$ cat src/nsd_pkg.sv
`default_nettype none

package nsd_pkg;

    // Width of the announced payload length.
    localparam int LEN_W = 16;
    // Accumulator holds one extra bit so it can saturate at 2^LEN_W.
    localparam int ACC_W = LEN_W + 1;
    // Width of the accumulator times ten plus one digit.
    localparam int MUL_W = LEN_W + 5;
    // Width used to compare the accumulator against the configured limit.
    localparam int CMP_W = 34;

    localparam int QUEUE_DEPTH = 4;
    localparam int QPTR_W      = $clog2(QUEUE_DEPTH);

    localparam logic [7:0] CH_COLON = 8'h3a;
    localparam logic [7:0] CH_COMMA = 8'h2c;
    localparam logic [7:0] CH_ZERO  = 8'h30;
    localparam logic [7:0] CH_NINE  = 8'h39;

    localparam logic [15:0] MAX_LEN_RESET = 16'd1024;

    // Result kinds carried on the output tuser.
    typedef enum logic [1:0] {
        KIND_BYTE = 2'd0,
        KIND_DONE = 2'd1,
        KIND_ERR  = 2'd2
    } t_kind;

    // Byte classes decided by the front part.
    typedef enum logic [1:0] {
        CLS_DIGIT = 2'd0,
        CLS_COLON = 2'd1,
        CLS_COMMA = 2'd2,
        CLS_OTHER = 2'd3
    } t_cls;

    typedef struct packed {
        logic [7:0] rx_byte;
        t_cls       cls;
    } t_item;

    // Handshake between the queue and the parser.
    typedef struct packed {
        logic  valid;
        t_item item;
    } t_q_out;

endpackage

`default_nettype wire

$ cat src/netstring_deframer_top.sv
`default_nettype none

// Channel     Dir  Handshake                    Payload
// s_axis      in   s_axis_tvalid/s_axis_tready   tdata[7:0] rx_byte
// m_axis      out  m_axis_tvalid/m_axis_tready   tdata: payload_byte, frame_length
//                                                tuser: kind
// apb         in   psel/penable/pwrite/pready    register 0 max_payload_length
//
// One byte is accepted per cycle whenever the four-entry queue has room; the
// parser drains one queued byte per cycle whenever its output register is free
// or is being taken, so the sustained rate is one item per cycle.
// When nothing stalls, an accepted byte passes through the queue memory and
// then the result register before its result is presented.
// Reset is synchronous and active low; it empties the queue, drops any pending
// result, returns the parser to length reading and sets the limit to 1024.
// A stall on the output backs up into the queue, and only a full queue lowers
// s_axis_tready.

module netstring_deframer_top (
    input  wire          i_clk,
    input  wire          i_rst_n,

    input  wire          s_axis_tvalid,
    output logic         s_axis_tready,
    input  wire  [7:0]   s_axis_tdata,   // [7:0] rx_byte

    output logic         m_axis_tvalid,
    input  wire          m_axis_tready,
    output logic [23:0]  m_axis_tdata,   // [7:0] payload_byte, [23:8] frame_length
    output logic [1:0]   m_axis_tuser,   // [1:0] kind

    input  wire          psel,
    input  wire          penable,
    input  wire          pwrite,
    input  wire  [2:0]   paddr,
    input  wire  [31:0]  pwdata,
    output logic [31:0]  prdata,
    output logic         pready
);
    import nsd_pkg::*;

    // Register index is the word address; only index zero exists.
    localparam logic REG_MAX_LEN = 1'b0;

    t_q_out        w_q;
    logic          w_pop;
    logic [15:0]   r_max_len;
    logic [7:0]    w_pay;
    logic [15:0]   w_flen;

    assign pready = 1'b1;

    always_ff @(posedge i_clk) begin
        if (!i_rst_n) begin
            r_max_len <= MAX_LEN_RESET;
        end else if (psel && penable && pwrite && pready && paddr[2] == REG_MAX_LEN) begin
            r_max_len <= pwdata[15:0];
        end
    end

    always_comb begin
        prdata = '0;
        if (paddr[2] == REG_MAX_LEN) begin
            prdata = 32'(r_max_len);
        end
    end

    // The front classifies each byte and queues it.
    nsd_front u_front (
        .i_clk   (i_clk),
        .i_rst_n (i_rst_n),
        .i_valid (s_axis_tvalid),
        .o_ready (s_axis_tready),
        .i_byte  (s_axis_tdata),
        .o_q     (w_q),
        .i_pop   (w_pop)
    );

    // The back runs the framing state machine and holds the result register.
    nsd_back u_back (
        .i_clk          (i_clk),
        .i_rst_n        (i_rst_n),
        .i_q            (w_q),
        .o_pop          (w_pop),
        .i_max_len      (r_max_len),
        .o_valid        (m_axis_tvalid),
        .i_ready        (m_axis_tready),
        .o_kind         (m_axis_tuser),
        .o_payload_byte (w_pay),
        .o_frame_length (w_flen)
    );

    assign m_axis_tdata = {w_flen, w_pay};

endmodule

`default_nettype wire

$ cat src/nsd_front.sv
`default_nettype none

module nsd_front (
    input  wire                 i_clk,
    input  wire                 i_rst_n,
    input  wire                 i_valid,
    output logic                o_ready,
    input  wire  [7:0]          i_byte,
    output nsd_pkg::t_q_out     o_q,
    input  wire                 i_pop
);
    import nsd_pkg::*;

    t_item               r_mem [QUEUE_DEPTH];
    logic [QPTR_W-1:0]   r_wr_ptr;
    logic [QPTR_W-1:0]   r_rd_ptr;
    logic [QPTR_W:0]     r_count;
    t_item               w_item;
    logic                w_push;
    logic                w_pop;

    always_comb begin
        w_item.rx_byte = i_byte;
        if (i_byte >= CH_ZERO && i_byte <= CH_NINE) begin
            w_item.cls = CLS_DIGIT;
        end else if (i_byte == CH_COLON) begin
            w_item.cls = CLS_COLON;
        end else if (i_byte == CH_COMMA) begin
            w_item.cls = CLS_COMMA;
        end else begin
            w_item.cls = CLS_OTHER;
        end
    end

    assign o_ready    = (r_count != (QPTR_W+1)'(QUEUE_DEPTH));
    assign w_push     = i_valid && o_ready;
    assign o_q.valid  = (r_count != '0);
    assign o_q.item   = r_mem[r_rd_ptr];
    assign w_pop      = i_pop && o_q.valid;

    always_ff @(posedge i_clk) begin
        if (w_push) begin
            r_mem[r_wr_ptr] <= w_item;
        end
    end

    always_ff @(posedge i_clk) begin
        if (!i_rst_n) begin
            r_wr_ptr <= '0;
            r_rd_ptr <= '0;
            r_count  <= '0;
        end else begin
            if (w_push) begin
                r_wr_ptr <= r_wr_ptr + QPTR_W'(1);
            end
            if (w_pop) begin
                r_rd_ptr <= r_rd_ptr + QPTR_W'(1);
            end
            if (w_push && !w_pop) begin
                r_count <= r_count + (QPTR_W+1)'(1);
            end else if (w_pop && !w_push) begin
                r_count <= r_count - (QPTR_W+1)'(1);
            end
        end
    end

endmodule

`default_nettype wire

$ cat src/nsd_back.sv
`default_nettype none

module nsd_back (
    input  wire                 i_clk,
    input  wire                 i_rst_n,
    input  nsd_pkg::t_q_out     i_q,
    output logic                o_pop,
    input  wire  [15:0]         i_max_len,
    output logic                o_valid,
    input  wire                 i_ready,
    output logic [1:0]          o_kind,
    output logic [7:0]          o_payload_byte,
    output logic [15:0]         o_frame_length
);
    import nsd_pkg::*;

    typedef enum logic [2:0] {
        ST_LEN   = 3'b001,
        ST_PAY   = 3'b010,
        ST_COMMA = 3'b100
    } t_state;

    localparam logic [ACC_W-1:0] CAP = {1'b0, {LEN_W{1'b1}}};
    localparam logic [ACC_W-1:0] SAT = {1'b1, {LEN_W{1'b0}}};

    t_state              r_state, n_state;
    logic [ACC_W-1:0]    r_len, n_len;
    logic                r_seen, n_seen;
    logic [LEN_W-1:0]    r_rem, n_rem;
    logic                r_valid;
    t_kind               r_kind;
    logic [7:0]          r_pay;
    logic [15:0]         r_flen;

    logic                w_emit;
    t_kind               w_kind;
    logic [7:0]          w_pay;
    logic [15:0]         w_flen;
    logic [MUL_W-1:0]    w_acc;
    logic                w_in_limit;

    // A queued byte is parsed whenever the output register is free or drains.
    assign o_pop = i_q.valid && (!r_valid || i_ready);

    assign w_acc = (MUL_W'(r_len) << 3) + (MUL_W'(r_len) << 1)
                 + MUL_W'(i_q.item.rx_byte[3:0]);
    assign w_in_limit = (CMP_W'(r_len) <= CMP_W'(i_max_len)) && (r_len <= CAP);

    always_comb begin
        n_state = r_state;
        n_len   = r_len;
        n_seen  = r_seen;
        n_rem   = r_rem;
        w_emit  = 1'b0;
        w_kind  = KIND_BYTE;
        w_pay   = '0;
        w_flen  = '0;
        unique case (r_state)
            ST_PAY: begin
                w_emit = 1'b1;
                w_pay  = i_q.item.rx_byte;
                n_rem  = r_rem - LEN_W'(1);
                if (r_rem == LEN_W'(1)) begin
                    n_state = ST_COMMA;
                end
            end
            ST_COMMA: begin
                w_emit  = 1'b1;
                n_state = ST_LEN;
                n_len   = '0;
                n_seen  = 1'b0;
                n_rem   = '0;
                if (i_q.item.cls == CLS_COMMA) begin
                    w_kind = KIND_DONE;
                    w_flen = 16'(r_len);
                end else begin
                    w_kind = KIND_ERR;
                end
            end
            default: begin
                n_state = ST_LEN;
                if (i_q.item.cls == CLS_DIGIT) begin
                    n_len  = (w_acc > MUL_W'(SAT)) ? SAT : ACC_W'(w_acc);
                    n_seen = 1'b1;
                end else if (i_q.item.cls == CLS_COLON && r_seen && w_in_limit) begin
                    if (r_len == '0) begin
                        n_state = ST_COMMA;
                    end else begin
                        n_state = ST_PAY;
                        n_rem   = r_len[LEN_W-1:0];
                    end
                end else begin
                    // Malformed length field: report and start over.
                    w_emit = 1'b1;
                    w_kind = KIND_ERR;
                    n_len  = '0;
                    n_seen = 1'b0;
                    n_rem  = '0;
                end
            end
        endcase
    end

    always_ff @(posedge i_clk) begin
        if (!i_rst_n) begin
            r_state <= ST_LEN;
            r_len   <= '0;
            r_seen  <= 1'b0;
            r_rem   <= '0;
            r_valid <= 1'b0;
        end else begin
            if (o_pop) begin
                r_state <= n_state;
                r_len   <= n_len;
                r_seen  <= n_seen;
                r_rem   <= n_rem;
                r_valid <= w_emit;
            end else if (i_ready) begin
                r_valid <= 1'b0;
            end
        end
    end

    always_ff @(posedge i_clk) begin
        if (o_pop && w_emit) begin
            r_kind <= w_kind;
            r_pay  <= w_pay;
            r_flen <= w_flen;
        end
    end

    assign o_valid        = r_valid;
    assign o_kind         = r_kind;
    assign o_payload_byte = r_pay;
    assign o_frame_length = r_flen;

endmodule

`default_nettype wire
$ cat config.mk
export PLATFORM = sky130hd
export DESIGN_NAME = netstring_deframer_top
export DESIGN_NICKNAME = d
export VERILOG_FILES = /design/src/nsd_pkg.sv /design/src/netstring_deframer_top.sv /design/src/nsd_front.sv /design/src/nsd_back.sv
export SDC_FILE = /design/constraint.sdc
export NUM_CORES = 1
export LEC_CHECK = 0
export CORE_ASPECT_RATIO = 1.75
export CORE_MARGIN = 3
export CORE_UTILIZATION = 46
export CTS_CLUSTER_DIAMETER = 150
export DETAILED_ROUTE_END_ITERATION = 16
export DONT_BUFFER_PORTS = 1
export HOLD_SLACK_MARGIN = 0.12
export SYNTH_ARGS = -nofsm -noshare
export SYNTH_HDL_FRONTEND = slang
export SYNTH_SLANG_ARGS = --single-unit
export TNS_END_PERCENT = 5
$ cat constraint.sdc
create_clock -name i_clk -period 3.65 [get_ports i_clk]
set_input_delay 0.1825 -clock i_clk [delete_from_list [all_inputs] [get_ports i_clk]]
set_output_delay 0.1825 -clock i_clk [all_outputs]
set_load 0.01 [all_outputs]
-- Yosys cells after proc, flatten, opt, wreduce, memory -nomap -nowiden
Memories as Yosys holds them, arrays and structs flattened. A register that Yosys moved wholly into a read port is not among the register bits.
Index checks and enable logic that the tools add are counted.
- multipliers: 0
- magnitude comparators: 5
- bitwise operators: 2
- shift-type cells: 0
- add/sub/neg operators: 7
- equal/unequal tests: 12
- div/mod/pow operators: 0
- muxes and demuxes: 35
- reductions and logical operators: 27
- operators with widths (operator ; count):
    2-to-1 mux 16 bit ; 4
    2-to-1 mux 17 bit ; 3
    one-hot mux 17 bit (2 select lines) ; 1
    one-hot mux 16 bit (2 select lines) ; 1
    adder 20 x 18 -> 21 bit ; 1
    adder 21 x 4 -> 21 bit ; 1
    greater-than comparator 21 x 17 -> 1 bit (second input constant) ; 1
    2-to-1 mux 3 bit ; 6
    <= comparator 17 x 16 -> 1 bit ; 1
    <= comparator 17 x 16 -> 1 bit (second input constant) ; 1
    zero test 17 bit ; 1
    equality test 16 x 1 -> 1 bit (second input constant) ; 1
    equality test 8 x 6 -> 1 bit (second input constant) ; 2
    subtractor 16 x 1 -> 16 bit (second input constant) ; 1
    2-to-1 mux 2 bit ; 7
    logical AND 1 bit ; 13
    2-to-1 mux 1 bit ; 10
    greater-or-equal comparator 8 x 6 -> 1 bit (second input constant) ; 1
    <= comparator 8 x 6 -> 1 bit (second input constant) ; 1
    != test 3 bit (second input constant) ; 2
    one-hot mux 3 bit (2 select lines) ; 1
    AND reduction 3 bit ; 2
    adder 2 x 1 -> 2 bit (second input constant) ; 2
    != test 4 bit (second input constant) ; 1
    18 further kinds ; 23
- flip-flop bits (word level): 87
- output and inout port bits: 61
- input bits: 50
- memory bits (writable): 40
- memories: 1
- bits in latches: 0
- bits in read-only memories: 0
- word-level logic and storage cells: 101
- memory list (name ; words ; width ; rd ports ; clocked after memory_dff ; write ports ; RTL line ; text):
    u_front.r_mem ; 4 ; 10 ; 1 ; 1 ; 1 ; nsd_front.sv:14 ; t_item r_mem [QUEUE_DEPTH];

-- Longest topological paths before layout
- depth in word-level cells: 7
- mapped depth: 14
- mapped depth without buffers: 13

-- Cells and area by module
Synthesis repeated with hierarchy kept, for this count alone.
- cells, all modules: 710
- area, all modules: 7474.7 µm²
- by module, submodules not included (module ; sequential area each (µm²) ; area an instance (µm²) ; instances ; cells each):
    nsd_back ; 1541.5 ; 4570.6 ; 1 ; 496
    nsd_front ; 1381.3 ; 1991.9 ; 1 ; 108
    netstring_deframer_top ; 320.3 ; 912.1 ; 1 ; 106

-- Worst setup path before layout
Ideal clock, no wire load.
- kind: reg2reg
- start point: register (tool-made name)
- end point: register u_back.r_len[0]
- buffers on the path: 1
- period minus slack after synthesis: 3.877 ns
- slack: -0.227 ns
- required time: 3.581 ns
- arrival time: 3.808 ns
- stages on the path, launching flop included: 15
- cells stage by stage: dfxtp_1 -> buf_2 -> mux4_2 -> inv_1 -> fa_1 -> inv_1 -> ha_1 -> a211o_1 -> a221o_2 -> a2111o_1 -> nand3_2 -> o21ai_2 -> nor4_4 -> o21ai_4 -> o21ai_1
- RTL lines (what ; RTL line ; text):
    end signal, assigned ; nsd_back.sv:114 ; r_len <= n_len;
    end, declared ; nsd_back.sv:27 ; logic [ACC_W-1:0] r_len, n_len;

==> metrics.md <==
| Metric | Value |
|---|---|
| Ys flop type | `edfxtp_1` |
| Post-layout nets | `921` |
| Reg power frac | `41.0%` |
| Die Wd | `102 um` |
| Vias per Instance | `5.70` |
| Register area | `3240 um^2` |
| Die area | `17800 um^2` |
| Slowest CP cell | `mux4_2` |
| Outcome | `finished with violations` |
| Synth-to-Final Area Change | `17.7%` |
| Fmax | `0.269 GHz` |
| Port Buffers | `0` |
| Final-layout fill cell count | `1402` |
| Worst hold slack | `129 ps` |
| Placed Area | `7770 um^2` |
| Clk buf depth | `2` |
| Sw Pwr | `1.73 mW` |
| Max-slew violation count | `0` |
| GPL Wtd Cong | `0.889` |
| Sink Count | `129` |
| Die Y | `174 um` |
| Final Routed Wirelength | `19000 um` |
| CP cell instances | `mux4_2, inv_2, fa_2, inv_2, ha_4, a211o_1, a221o_2, buf_4, a2111o_1, nand3_2, o21ai_2, nor4_4, buf_4, o21ai_4, o21ai_1` |
| First-pass GRT wire length | `30400 um` |
| Relative slew margins | `33.3%` |
| Core Rows | `60` |
| Root Driver | `clkbuf_16` |
| Worst path max stage delay | `500 ps` |
| Unrepaired setup endpoints after global routing | `true` |
| Post-synthesis sequential area ratio | `43.7%` |
| Largest net degree at the start of global routing | `50` |
| Ant diodes | `0` |
| Total gr overflow | `0` |
| I/O pin cnt | `111` |
| Failing checks | `negative setup slack` |
| Vias | `5765` |
| Sw frac | `33.5%` |
| Clock power share | `32.7%` |
| Multi-input gate area | `3900 um^2` |
| Cells after synthesis | `754` |
| Design area | `8740 um^2` |
| Worst vdd ir | `0.000545 V` |
| TritonCTS Buffers | `17` |
| Ys async rst share | `0%` |
| Iteration-0 DRC Markers | `291` |
| Initial antenna violation count | `0` |
| Drc violations | `0` |
| Post-synth cell types | `74` |
| CTS tree | `yes` |
| Crit-path max FO | `8` |
| Post-synth EDFFs | `66` |
| Core footprint | `15600 um^2` |
| Internal Power | `3.42 mW` |
| Crit start category | `flop` |
| Worst-skew pair later-pin latency | `420 ps` |
| Max Cap Violations | `0` |
| LEAKAGE | `3.48 nW` |
| Top delay family on crit path | `compound AO/OA/AOI/OAI gates` |
| Final Hold Fails | `0` |
| Gr usage total | `22.2%` |
| Post-Place Setup Slack | `-228 ps` |
| H-tree depth | `4` |
| Netlist Area Pre-Place | `7430 um^2` |
| CTS clk-pin slew, worst paths | `60 ps` |
| Power, Total | `5.15 mW` |
| Power density cells | `589 nW/um^2` |
| Synth warn | `0` |
| Critical path buffer and inverter count | `4` |
| Layout cell share with drive strength beyond 1 | `14.7%` |
| DRT Pass-1 Iters | `4` |
| Setup Skew | `12.4 ps` |
| Final ANT Viol Nets | `0` |
| Worst EP required | `3990 ps` |
| Crit. End Element | `flop` |
| Hold WC Path Type | `input pin to flop` |
| Number of global-route vias before repair | `5866` |
| Worst-Margin Slew | `998 ps` |
| WL per Instance | `18.8 um` |
| Min Tclk post-route | `3720 ps` |
| Initial Util | `47.6%` |
| Critical path arrival | `4060 ps` |
| Hpwl dp | `14200 um` |
| Final core utilization | `56.0%` |
| Setup Viol. Count Final | `8` |
| Power share of the combinational group | `26.3%` |
| Syn avg cell area | `9.85 um^2` |
| #FFs+latches synth | `129` |
| Final Cycle Share | `102%` |
| Critical path class | `flop to flop` |
| Post-route setup slack | `-72.8 ps` |
-- Yosys cell counts, types with 11 or more instances --
master / n / share of area (%)
o21ai_1: 12 / 0.81
xnor2_1: 11 / 1.3
a21oi_1: 42 / 2.8
a21boi_0: 18 / 1.8
and2_1: 26 / 2.2
edfxtp_1: 66 / 27
inv_1: 42 / 2.1
nor2_1: 48 / 2.4
nor2b_1: 16 / 1.3
nand2_1: 85 / 4.3
clkbuf_1: 21 / 1.1
ha_1: 56 / 9.4
nand3_1: 15 / 1.0
buf_4: 17 / 1.7
o21ai_0: 30 / 2.0
dfxtp_1: 63 / 17
-- power groups by stage --
stage | Sequential [mW] | Combinational (mW) | Clock, mW
after floorplan | 2.08 | 1.02 | 0
after global placement | 2.14 | 1.27 | 0
after detailed placement | 2.14 | 1.30 | 0
after CTS | 2.12 | 1.37 | 1.71
after global routing | 2.16 | 1.53 | 1.76
final | 2.11 | 1.35 | 1.68
-- kinds of logic after synthesis --
group                    Yosys count  share of synthesized area, %
AND/OR/NAND/NOR                  256                          17.8
AO/OA/AOI/OAI                    181                          16.5
flip-flops                       129                          43.7
buffers and inverters             90                          5.57
adder cells (fa/ha/maj)           59                          10.2
XOR/XNOR                          21                          2.48
multiplexers                      16                          3.69
other                              2                         0.101
-- repair_timing --
item,CTS,global route
cloned,0,0
pin swaps,11,9
endpoints found under the setup margin,16,17
buffers inserted,5,2
hold endpoints to repair,83,0
gates resized for setup,5,6
hold buffers,27,0
-- per-stage QoR --
step | instances | TNS [ps]
finish | 1011 | -309
global placement | 945 | -595
CTS | 1009 | -220
detailed placement | 945 | -2080
floorplan | 769 | -203
global route | 1011 | -2900
-- layout make-up --
type,instances,share of cell area (%)
timing repair buffer,72,7.07
tap,186,2.66
sequential,129,37.1
clock inverter,15,1.83
inverter,42,1.80
clock buffer,17,4.87
multi-input combinational,550,44.7
-- metal layers --
layer / vias to the layer above / part of all wire (%) / GRT usage (%)
met2: 149 / 55 / 41.2
met3: 36 / 4.1 / 4.42
met5: - / 0 / 0
li1: 2819 / - / -
met1: 2761 / 37 / 23.3
met4: 0 / 3.7 / 10.1
-- layout by cell type (no fill, tap or decap), types with 4 or more instances in the layout --
cell type and n:
a21boi_0 18, a21o_1 7, a21oi_1 41, a22oi_1 8, a31o_2 6, and2_1 26
and3_1 9, buf_4 45, clkbuf_16 17, clkinv_4 5, conb_1 17, dfxtp_1 62
dlygate4sd3_1 26, edfxtp_1 66, ha_1 55, inv_1 40, mux2i_1 6, mux4_2 9
nand2_1 85, nand2b_1 5, nand3_1 15, nand3b_1 4, nand4_1 8, nor2_1 48
nor2b_1 15, nor3_1 10, nor4_1 9, o211ai_1 7, o21a_1 5, o21ai_0 29
o21ai_1 13, xnor2_1 11, xor2_1 10
-- final timing paths --
path,from,endpoint,slack (ps),cells past startpoint
max,flop,u_back.r_len[4],-70,15
min,s_axis_tdata[6],u_front.r_mem[0][0],130,2
max reg2reg,flop,u_back.r_len[4],-70,15
min reg2reg,r_max_len[1],r_max_len[1],470,2
-- flip-flops by register name, indices dropped and copies added, names as in the netlist, named ones only --
signal	count
u_back.o_frame_length	16
u_front.r_wr_ptr	2
r_max_len	16
u_back.o_payload_byte	8
u_back.r_rem	16
u_back.r_state	3
u_back.o_valid	1
u_back.r_seen	1
u_back.r_len	17
u_back.o_kind	2
u_front.r_count	3
u_front.r_rd_ptr	2
u_front.r_mem	40
(Power assumes the default switching activity.)
